### config.mk
export PLATFORM = sky130hd
export DESIGN_NAME = image_header_dimension_parser
export DESIGN_NICKNAME = d
export VERILOG_FILES = /design/src/rtl/core/ihdp_pkg.sv /design/src/rtl/core/ihdp_parse.sv /design/src/rtl/core/ihdp_out_reg.sv /design/src/rtl/core/image_header_dimension_parser.sv
export SDC_FILE = /design/constraint.sdc
export NUM_CORES = 1
export LEC_CHECK = 0
export BUFFER_PORTS_ARGS = -buffer_cell sky130_fd_sc_hd__buf_4
export CAP_MARGIN = 25
export CORE_UTILIZATION = 63
export CTS_BUF_LIST = sky130_fd_sc_hd__clkbuf_16
export DETAILED_ROUTE_END_ITERATION = 10
export PLACE_DENSITY = 0.84
export SLEW_MARGIN = 20
export SYNTH_ARGS = -nofsm -noshare
export SYNTH_HDL_FRONTEND = slang
export SYNTH_SLANG_ARGS = --single-unit
### constraint.sdc
create_clock -name clk -period 7.02 [get_ports clk]
set_input_delay 1.404 -clock clk [delete_from_list [all_inputs] [get_ports clk]]
set_output_delay 1.404 -clock clk [all_outputs]
set_load 0.005 [all_outputs]
### src/rtl/core/ihdp_pkg.sv
// Shared types and constants of the image header dimension parser.
`timescale 1ns / 1ps
`default_nettype none

package ihdp_pkg;

  typedef enum logic [1:0] {
    FMT_JPEG  = 2'd0,
    FMT_PNG   = 2'd1,
    FMT_GIF   = 2'd2,
    FMT_OTHER = 2'd3
  } fmt_t;

  // Phases of the JPEG scan: marker search, three skipped bytes, four size bytes
  typedef enum logic [2:0] {
    PH_SEARCH = 3'd0,
    PH_SKIP1  = 3'd1,
    PH_SKIP2  = 3'd2,
    PH_SKIP3  = 3'd3,
    PH_H_HI   = 3'd4,
    PH_H_LO   = 3'd5,
    PH_W_HI   = 3'd6,
    PH_W_LO   = 3'd7
  } phase_t;

  localparam logic [7:0] BYTE_FF   = 8'hFF;
  localparam logic [7:0] BYTE_SOF0 = 8'hC0;
  localparam logic [7:0] BYTE_89   = 8'h89;
  localparam logic [7:0] CHAR_P    = 8'h50;
  localparam logic [7:0] CHAR_N    = 8'h4E;
  localparam logic [7:0] CHAR_G    = 8'h47;
  localparam logic [7:0] CHAR_I    = 8'h49;
  localparam logic [7:0] CHAR_F    = 8'h46;

  localparam int POS_W = 5;
  localparam logic [POS_W-1:0] POS_MAX = 5'd31;

  localparam int DIM_W   = 32;
  localparam int OUT_W   = 72;  // 65 payload bits padded to whole bytes

  typedef struct packed {
    logic             found;
    logic [DIM_W-1:0] image_width;
    logic [DIM_W-1:0] image_height;
  } result_t;

endpackage

`default_nettype wire

### src/rtl/core/ihdp_parse.sv
// Per-file parse state and the combinational step that consumes one byte.
`timescale 1ns / 1ps
`default_nettype none

module ihdp_parse (
  input  wire logic            clk,
  input  wire logic            rst,
  input  wire ihdp_pkg::fmt_t  image_format,
  input  wire logic            advance,
  input  wire logic [7:0]      file_byte,
  input  wire logic            last_byte,
  output logic                 res_valid,
  output ihdp_pkg::result_t    res
);
  import ihdp_pkg::*;

  logic [POS_W-1:0] byte_position, byte_position_next;
  phase_t           parse_phase, parse_phase_next;
  logic             previous_was_ff, previous_was_ff_next;
  logic             signature_ok, signature_ok_next;
  logic [DIM_W-1:0] width_shift, width_shift_next;
  logic [DIM_W-1:0] height_shift, height_shift_next;
  logic             result_sent, result_sent_next;

  always_comb begin
    byte_position_next   = byte_position;
    parse_phase_next     = parse_phase;
    previous_was_ff_next = previous_was_ff;
    signature_ok_next    = signature_ok;
    width_shift_next     = width_shift;
    height_shift_next    = height_shift;
    result_sent_next     = result_sent;
    res_valid            = 1'b0;
    res                  = '0;

    if (!result_sent) begin
      case (image_format)
        FMT_JPEG: begin
          case (parse_phase)
            PH_SEARCH: begin
              if (previous_was_ff && file_byte == BYTE_SOF0) begin
                parse_phase_next = PH_SKIP1;
              end
              previous_was_ff_next = (file_byte == BYTE_FF);
            end
            PH_SKIP1, PH_SKIP2, PH_SKIP3: begin
              parse_phase_next = phase_t'(parse_phase + 3'd1);
            end
            PH_H_HI, PH_H_LO: begin
              height_shift_next = {height_shift[DIM_W-9:0], file_byte};
              parse_phase_next  = phase_t'(parse_phase + 3'd1);
            end
            PH_W_HI: begin
              width_shift_next = {width_shift[DIM_W-9:0], file_byte};
              parse_phase_next = PH_W_LO;
            end
            PH_W_LO: begin
              width_shift_next  = {width_shift[DIM_W-9:0], file_byte};
              res_valid         = 1'b1;
              res.found         = 1'b1;
              res.image_width   = {width_shift[DIM_W-9:0], file_byte};
              res.image_height  = height_shift;
              result_sent_next  = 1'b1;
            end
            default: ;
          endcase
        end
        FMT_PNG: begin
          if ((byte_position == 5'd0 && file_byte != BYTE_89) ||
              (byte_position == 5'd1 && file_byte != CHAR_P) ||
              (byte_position == 5'd2 && file_byte != CHAR_N) ||
              (byte_position == 5'd3 && file_byte != CHAR_G)) begin
            signature_ok_next = 1'b0;
          end
          if (byte_position >= 5'd16 && byte_position <= 5'd19) begin
            width_shift_next = {width_shift[DIM_W-9:0], file_byte};
          end
          if (byte_position >= 5'd20 && byte_position <= 5'd23) begin
            height_shift_next = {height_shift[DIM_W-9:0], file_byte};
          end
          if (byte_position == 5'd23 && signature_ok) begin
            res_valid        = 1'b1;
            res.found        = 1'b1;
            res.image_width  = width_shift;
            res.image_height = {height_shift[DIM_W-9:0], file_byte};
            result_sent_next = 1'b1;
          end
        end
        FMT_GIF: begin
          if ((byte_position == 5'd0 && file_byte != CHAR_G) ||
              (byte_position == 5'd1 && file_byte != CHAR_I) ||
              (byte_position == 5'd2 && file_byte != CHAR_F)) begin
            signature_ok_next = 1'b0;
          end
          if (byte_position == 5'd6) begin
            width_shift_next = {{(DIM_W-8){1'b0}}, file_byte};
          end
          if (byte_position == 5'd7) begin
            width_shift_next = width_shift | {{(DIM_W-16){1'b0}}, file_byte, 8'h00};
          end
          if (byte_position == 5'd8) begin
            height_shift_next = {{(DIM_W-8){1'b0}}, file_byte};
          end
          if (byte_position == 5'd9) begin
            height_shift_next = height_shift | {{(DIM_W-16){1'b0}}, file_byte, 8'h00};
            if (signature_ok) begin
              res_valid        = 1'b1;
              res.found        = 1'b1;
              res.image_width  = width_shift;
              res.image_height = height_shift | {{(DIM_W-16){1'b0}}, file_byte, 8'h00};
              result_sent_next = 1'b1;
            end
          end
        end
        default: ;
      endcase
    end

    if (byte_position != POS_MAX) begin
      byte_position_next = byte_position + 5'd1;
    end

    if (last_byte) begin
      if (!result_sent_next) begin
        res_valid = 1'b1;
        res       = '0;
      end
      byte_position_next   = '0;
      parse_phase_next     = PH_SEARCH;
      previous_was_ff_next = 1'b0;
      signature_ok_next    = 1'b1;
      width_shift_next     = '0;
      height_shift_next    = '0;
      result_sent_next     = 1'b0;
    end
  end

  always_ff @(posedge clk) begin
    if (rst) begin
      byte_position   <= '0;
      parse_phase     <= PH_SEARCH;
      previous_was_ff <= 1'b0;
      signature_ok    <= 1'b1;
      width_shift     <= '0;
      height_shift    <= '0;
      result_sent     <= 1'b0;
    end else if (advance) begin
      byte_position   <= byte_position_next;
      parse_phase     <= parse_phase_next;
      previous_was_ff <= previous_was_ff_next;
      signature_ok    <= signature_ok_next;
      width_shift     <= width_shift_next;
      height_shift    <= height_shift_next;
      result_sent     <= result_sent_next;
    end
  end

  a_unknown_zero: assert property (@(posedge clk) disable iff (rst)
    (res_valid && !res.found) |-> (res.image_width == '0 && res.image_height == '0))
    else $error("unknown result carries nonzero dimensions");

  a_result_cause: assert property (@(posedge clk) disable iff (rst)
    res_valid |-> (res.found || last_byte))
    else $error("unknown result away from the last byte");

  a_file_restart: assert property (@(posedge clk) disable iff (rst)
    (advance && last_byte) |=> (byte_position == '0 && !result_sent))
    else $error("file state not cleared after last byte");

  a_one_result: assert property (@(posedge clk) disable iff (rst)
    (result_sent && !last_byte) |-> !res_valid)
    else $error("second result in one file");

endmodule

`default_nettype wire

### src/rtl/core/ihdp_out_reg.sv
// Result register on the master-side stream.
`timescale 1ns / 1ps
`default_nettype none

module ihdp_out_reg (
  input  wire logic                       clk,
  input  wire logic                       rst,
  input  wire logic                       load,
  input  wire ihdp_pkg::result_t          res,
  output logic                            free,
  output logic                            m_tvalid,
  input  wire logic                       m_tready,
  output logic [ihdp_pkg::OUT_W-1:0]      m_tdata
);
  import ihdp_pkg::*;

  result_t held;

  assign free = !m_tvalid || m_tready;

  always_ff @(posedge clk) begin
    if (rst) begin
      m_tvalid <= 1'b0;
    end else if (free) begin
      m_tvalid <= load;
    end
  end

  always_ff @(posedge clk) begin
    if (free && load) begin
      held <= res;
    end
  end

  // found in bit 0, width in bits 32:1, height in bits 64:33
  assign m_tdata = {{(OUT_W-1-2*DIM_W){1'b0}}, held.image_height, held.image_width,
                    held.found};

endmodule

`default_nettype wire

### src/rtl/core/image_header_dimension_parser.sv
// Top level of the image header dimension parser.
//
// Usage:
//   Feed an image file one byte per item on the slave stream: s_tdata carries
//   the byte, s_tlast marks the final byte of the file. The byte after a
//   tlast starts a new file. Set the format on the cfg channel (0 jpeg,
//   1 png, 2 gif, 3 other) while the block is idle; it resets to other.
//   Each file yields exactly one item on the master stream: found = 1 with
//   width and height on the byte that completes them, or found = 0 with zero
//   dimensions on the file's last byte. Bytes after a found result are
//   dropped until the last byte.
//   Path: an accepted byte is held in the input register and parsed from
//   there; its result is loaded into the result register, which drives m_tvalid.
//   Throughput: one byte per cycle while the result register is free, set by
//   the combinational parse step between the input and result registers.
//   Stall: while a result waits on m_tready, the input register takes at most
//   one byte and holds it; s_tready stays low from then until the result is taken.
//   Reset restarts the parse state, clears both valid flags and sets the format to other.
`timescale 1ns / 1ps
`default_nettype none

module image_header_dimension_parser (
  input  wire logic                      clk,
  input  wire logic                      rst,
  input  wire logic                      s_tvalid,
  output logic                           s_tready,
  input  wire logic [7:0]                s_tdata,   // file_byte
  input  wire logic                      s_tlast,   // last_byte
  output logic                           m_tvalid,
  input  wire logic                      m_tready,
  output logic [ihdp_pkg::OUT_W-1:0]     m_tdata,   // found, image_width, image_height
  input  wire logic                      cfg_valid,
  output logic                           cfg_ready,
  input  wire logic [1:0]                cfg_data   // image_format
);
  import ihdp_pkg::*;

  fmt_t       image_format;
  logic       in_valid;
  logic [7:0] in_byte;
  logic       in_last;
  logic       out_free;
  logic       advance;
  logic       res_valid;
  result_t    res;

  // Format register: always ready; the user must write it only while the block is idle, the block does not enforce it
  assign cfg_ready = 1'b1;

  always_ff @(posedge clk) begin
    if (rst) begin
      image_format <= FMT_OTHER;
    end else if (cfg_valid) begin
      image_format <= fmt_t'(cfg_data);
    end
  end

  // Advance the held byte whenever the result register can take its outcome
  assign advance  = in_valid && out_free;
  assign s_tready = !in_valid || advance;

  always_ff @(posedge clk) begin
    if (rst) begin
      in_valid <= 1'b0;
    end else if (s_tready) begin
      in_valid <= s_tvalid;
    end
  end

  always_ff @(posedge clk) begin
    if (s_tready && s_tvalid) begin
      in_byte <= s_tdata;
      in_last <= s_tlast;
    end
  end

  ihdp_parse u_parse (
    .clk          (clk),
    .rst          (rst),
    .image_format (image_format),
    .advance      (advance),
    .file_byte    (in_byte),
    .last_byte    (in_last),
    .res_valid    (res_valid),
    .res          (res)
  );

  ihdp_out_reg u_out (
    .clk      (clk),
    .rst      (rst),
    .load     (advance && res_valid),
    .res      (res),
    .free     (out_free),
    .m_tvalid (m_tvalid),
    .m_tready (m_tready),
    .m_tdata  (m_tdata)
  );

  a_result_lands: assert property (@(posedge clk) disable iff (rst)
    (advance && res_valid) |=> m_tvalid)
    else $error("result lost on its way to the output register");

  a_no_advance_blocked: assert property (@(posedge clk) disable iff (rst)
    (m_tvalid && !m_tready) |-> !advance)
    else $error("byte consumed while result register is stalled");

  a_hold_byte: assert property (@(posedge clk) disable iff (rst)
    (in_valid && !advance) |=> in_valid)
    else $error("held byte dropped without being parsed");

endmodule

`default_nettype wire

==> impl_summary.txt <==
----------------------------------------------------
[Outcome]
  Result of the run ... complete, no violations

[Clock tree]
  TritonCTS Buffers ... 17
  Clock tree sinks ... 153
  Setup Fix Bufs, Post-CTS ... 0
  Clock root buffer master ... clkbuf_16
  CTS tree ... yes
  Number of hold buffers added after cts ... 0
  Clock Tree Buf Depth ... 2
  Max H-tree Level ... 4
  Clock input transition at the sequential cells of the worst setup and hold paths ... 60 ps
  Worst skew pair latency ... 420 ps
  Cells resized by post-CTS repair ... 0

[Synthesis]
  Gate Count Post-Synth ... 739
  Biggest area consumer among synthesized cells ... edfxtp_1
  Share of synthesized flip-flops with an asynchronous set or reset ... 0
  Share of the synthesized area in the top cell type ... 0.2994
  Number of synthesized flops with an enable pin ... 74
  Post-synthesis instance area ... 7421 um^2
  Synth top area cells ... edfxtp_1, dfxtp_1, a22oi_1
  Number of storage elements in the synthesis netlist ... 153
  Yosys warnings ... 0
  Register area share after synthesis ... 0.5126
  Main flop type after synthesis ... dfxtp_1
  Average cell area after synthesis ... 10.04 um^2
  Yosys cell types ... 62

[Critical path]
  Path depth of the worst reg2reg path ... 6
  Critical path required time ... 5620 ps
  Beginning of the worst register-to-register path ... image_format[0]
  Peak fanout along the critical path ... 3
  Destination of the worst register-to-register timing path ... u_out.m_tdata[0]
  Type of destination of the critical path ... output port
  Crit start category ... primary input
  Crit path kind ... primary input to output port
  Signal arrival time at the worst endpoint ... 1960 ps
  Setup slack, reg-to-reg ... 3770 ps

[Placed design]
  Port buffer count ... 82
  Number of placed cells counting well taps ... 902
  Final HPWL from detailed placement ... 11,460 um
  Gp weighted congestion ... 0.9093

[GRT]
  Number of global-route vias before repair ... 5,543
  Total global routing overflow ... 0
  Antenna violations before repair ... 0
  Largest net degree at the start of global routing ... 65
  Overall routing resource usage ... 0.2939
  First-pass GRT wire length ... 28,500 um

[Layout]
  Final non-filler cell total ... 934
  Area taken by flip-flops and latches ... 3804 um^2
  Fraction of final layout cells with drive strength greater than 1 ... 0.1757
  Antenna diode count ... 0
  Layout overhead on the synthesized area ... 13.56%
  Nets ... 809
  Multi-input gate area ... 3149 um^2
  Layout filler cell count ... 823
  Commonest non-fill, non-tap cell in the layout ... buf_4
  Most frequent cells in the layout ... buf_4, nor2_1, dfxtp_1
  Final Util ... 0.7349

[Routing]
  Number of routed nets with antenna violations ... 0
  Per-cell routed wire length ... 19.28 um
  Via count ... 6,098
  Detailed-route DRC error count ... 0
  Number of vias per cell ... 6.529
  Post-detailed-routing wire length ... 18,010 um
  Pre-Repair DR Iteration Count ... 6
  Iteration-0 DRC Markers ... 713

[Hold path]
  Min-Delay Endpoint ... u_parse.height_shift[24]
  Kind of path behind the tightest hold check ... register to register
  Worst hold start ... u_parse.height_shift[24]
  Cell depth of the worst min-delay path ... 2

[Timing]
  Worst Max-Slew Pin Slew ... 939.9 ps
  Fin. Hold Viols ... 0
  Post-layout minimum cycle time ... 3360 ps
  Number of failing setup endpoints in the final timing report ... 0
  Minimum hold slack ... 475.8 ps
  Fin. max-slew vios ... 0
  Relative slew slack ... 0.3734
  Final worst-path cycle share ... 0.4786
  Setup clock skew after layout ... 11.45 ps
  FMAX ... 297.7 MHz
  Setup repair after global routing missed its margin ... false
  Setup TNS ... 0 ps

[Die]
  Total Die Area ... 12,220 um^2
  Horizontal die dimension ... 110.5 um
  Vertical die dimension ... 110.5 um
  Boundary pin count ... 91
  Row cnt ... 39
  Floorplan core area ... 11,470 um^2
  Initial core utilization ... 0.6471

[Power and ir drop]
  Total power divided by cell area ... 231.5 nW/um^2
  Switching power as a share of total power ... 0.2296
  Net Switching ... 0.4477 mW
  Standby leakage power ... 2.899 nW
  Combinational share of power ... 0.059
  Sequential share of power ... 0.498
  Clk network pwr share ... 0.443
  IR drop worst, VDD ... 0.1903 mV
  Internal power of the cells ... 1.503 mW

[Job]
  MaxCap Viol Count ... 0

----------------------------------------------------
metrics by stage:
step,area (um^2),setup WS (ps),power [mW]
global placement,7864,3701,1.096
global route,8427,3511,2.005
detailed placement,7864,3654,1.101
floorplan,7443,3301,1.071
CTS,8427,3649,1.956
finish,8427,3660,1.950
area by class of cell:
type                       count  area share
sequential                   153      0.4514
multi-input combinational    501      0.3737
timing repair buffer          90     0.08018
clock buffer                  17     0.05048
tap                          143     0.02123
clock inverter                15     0.01633
inverter                      15    0.006682
state kept, by name, summed over array words and instances (netlist names):
name	flops
image_format	2
in_byte	8
in_last	1
in_valid	1
u_out.m_tdata	65
u_out.m_tvalid	1
u_parse.byte_position	5
u_parse.height_shift	32
u_parse.parse_phase	3
u_parse.previous_was_ff	1
u_parse.result_sent	1
u_parse.signature_ok	1
u_parse.width_shift	32
critical path, cell delays in order:
cell and delay (ps):
buf_4 110, nor2b_1 200, nand2_1 100, buf_4 140
per-layer routing:
| metal | vias to the layer above | global-route usage | wire, um |
|---|---|---|---|
| met3 | 29 | 0.07190 | 1555 |
| met4 | 0 | 0.1031 | 265 |
| met1 | 2875 | 0.4118 | 7775 |
| met5 | - | 0 | 0 |
| li1 | 2832 | - | - |
| met2 | 362 | 0.4460 | 8417 |
cell families (layout without fill, tap and decap cells):
family,count (synthesis),count (layout),share of synthesized area
AO/OA/AOI/OAI,242,242,0.2231
adder cells (fa/ha/maj),15,15,0.02529
buffers and inverters,91,137,0.06660
other,2,8,0.001012
flip-flops,153,153,0.5126
multiplexers,2,2,0.002698
AND/OR/NAND/NOR,234,234,0.1688
power groups by stage:
stage                     combinational [mW]  clock [mW]  sequential [mW]
after detailed placement               0.112           0            0.989
after global routing                   0.123       0.909            0.973
after CTS                              0.112       0.873            0.970
after floorplan                       0.0927           0            0.978
after global placement                 0.108           0            0.988
final                                  0.115       0.865            0.971
cell usage after synthesis (10+ instances only):
master    number
nor2_1        80
dfxtp_1       79
edfxtp_1      74
a21oi_1       65
a22oi_1       57
o21ai_0       40
clkbuf_1      33
nand3_1       22
nand2_1       21
nand2b_1      21
a22o_1        17
buf_2         16
nand4b_1      16
ha_1          15
inv_1         15
nor3_1        14
buf_6         12
nand4_1       12
buf_4         11
o211ai_1      10
worst max-delay path by stage:
stage / endpoint / from / cells after the start
2_1_floorplan: u_out.m_tdata[0] / m_tready / 4
4_1_cts: s_tready / m_tready / 4
6_report: s_tready / m_tready / 4
3_5_place_dp: s_tready / m_tready / 4
3_3_place_gp: s_tready / m_tready / 4
5_1_grt: u_out.m_tdata[0] / image_format[0] / 6
Power figures use the tool's default switching activity.
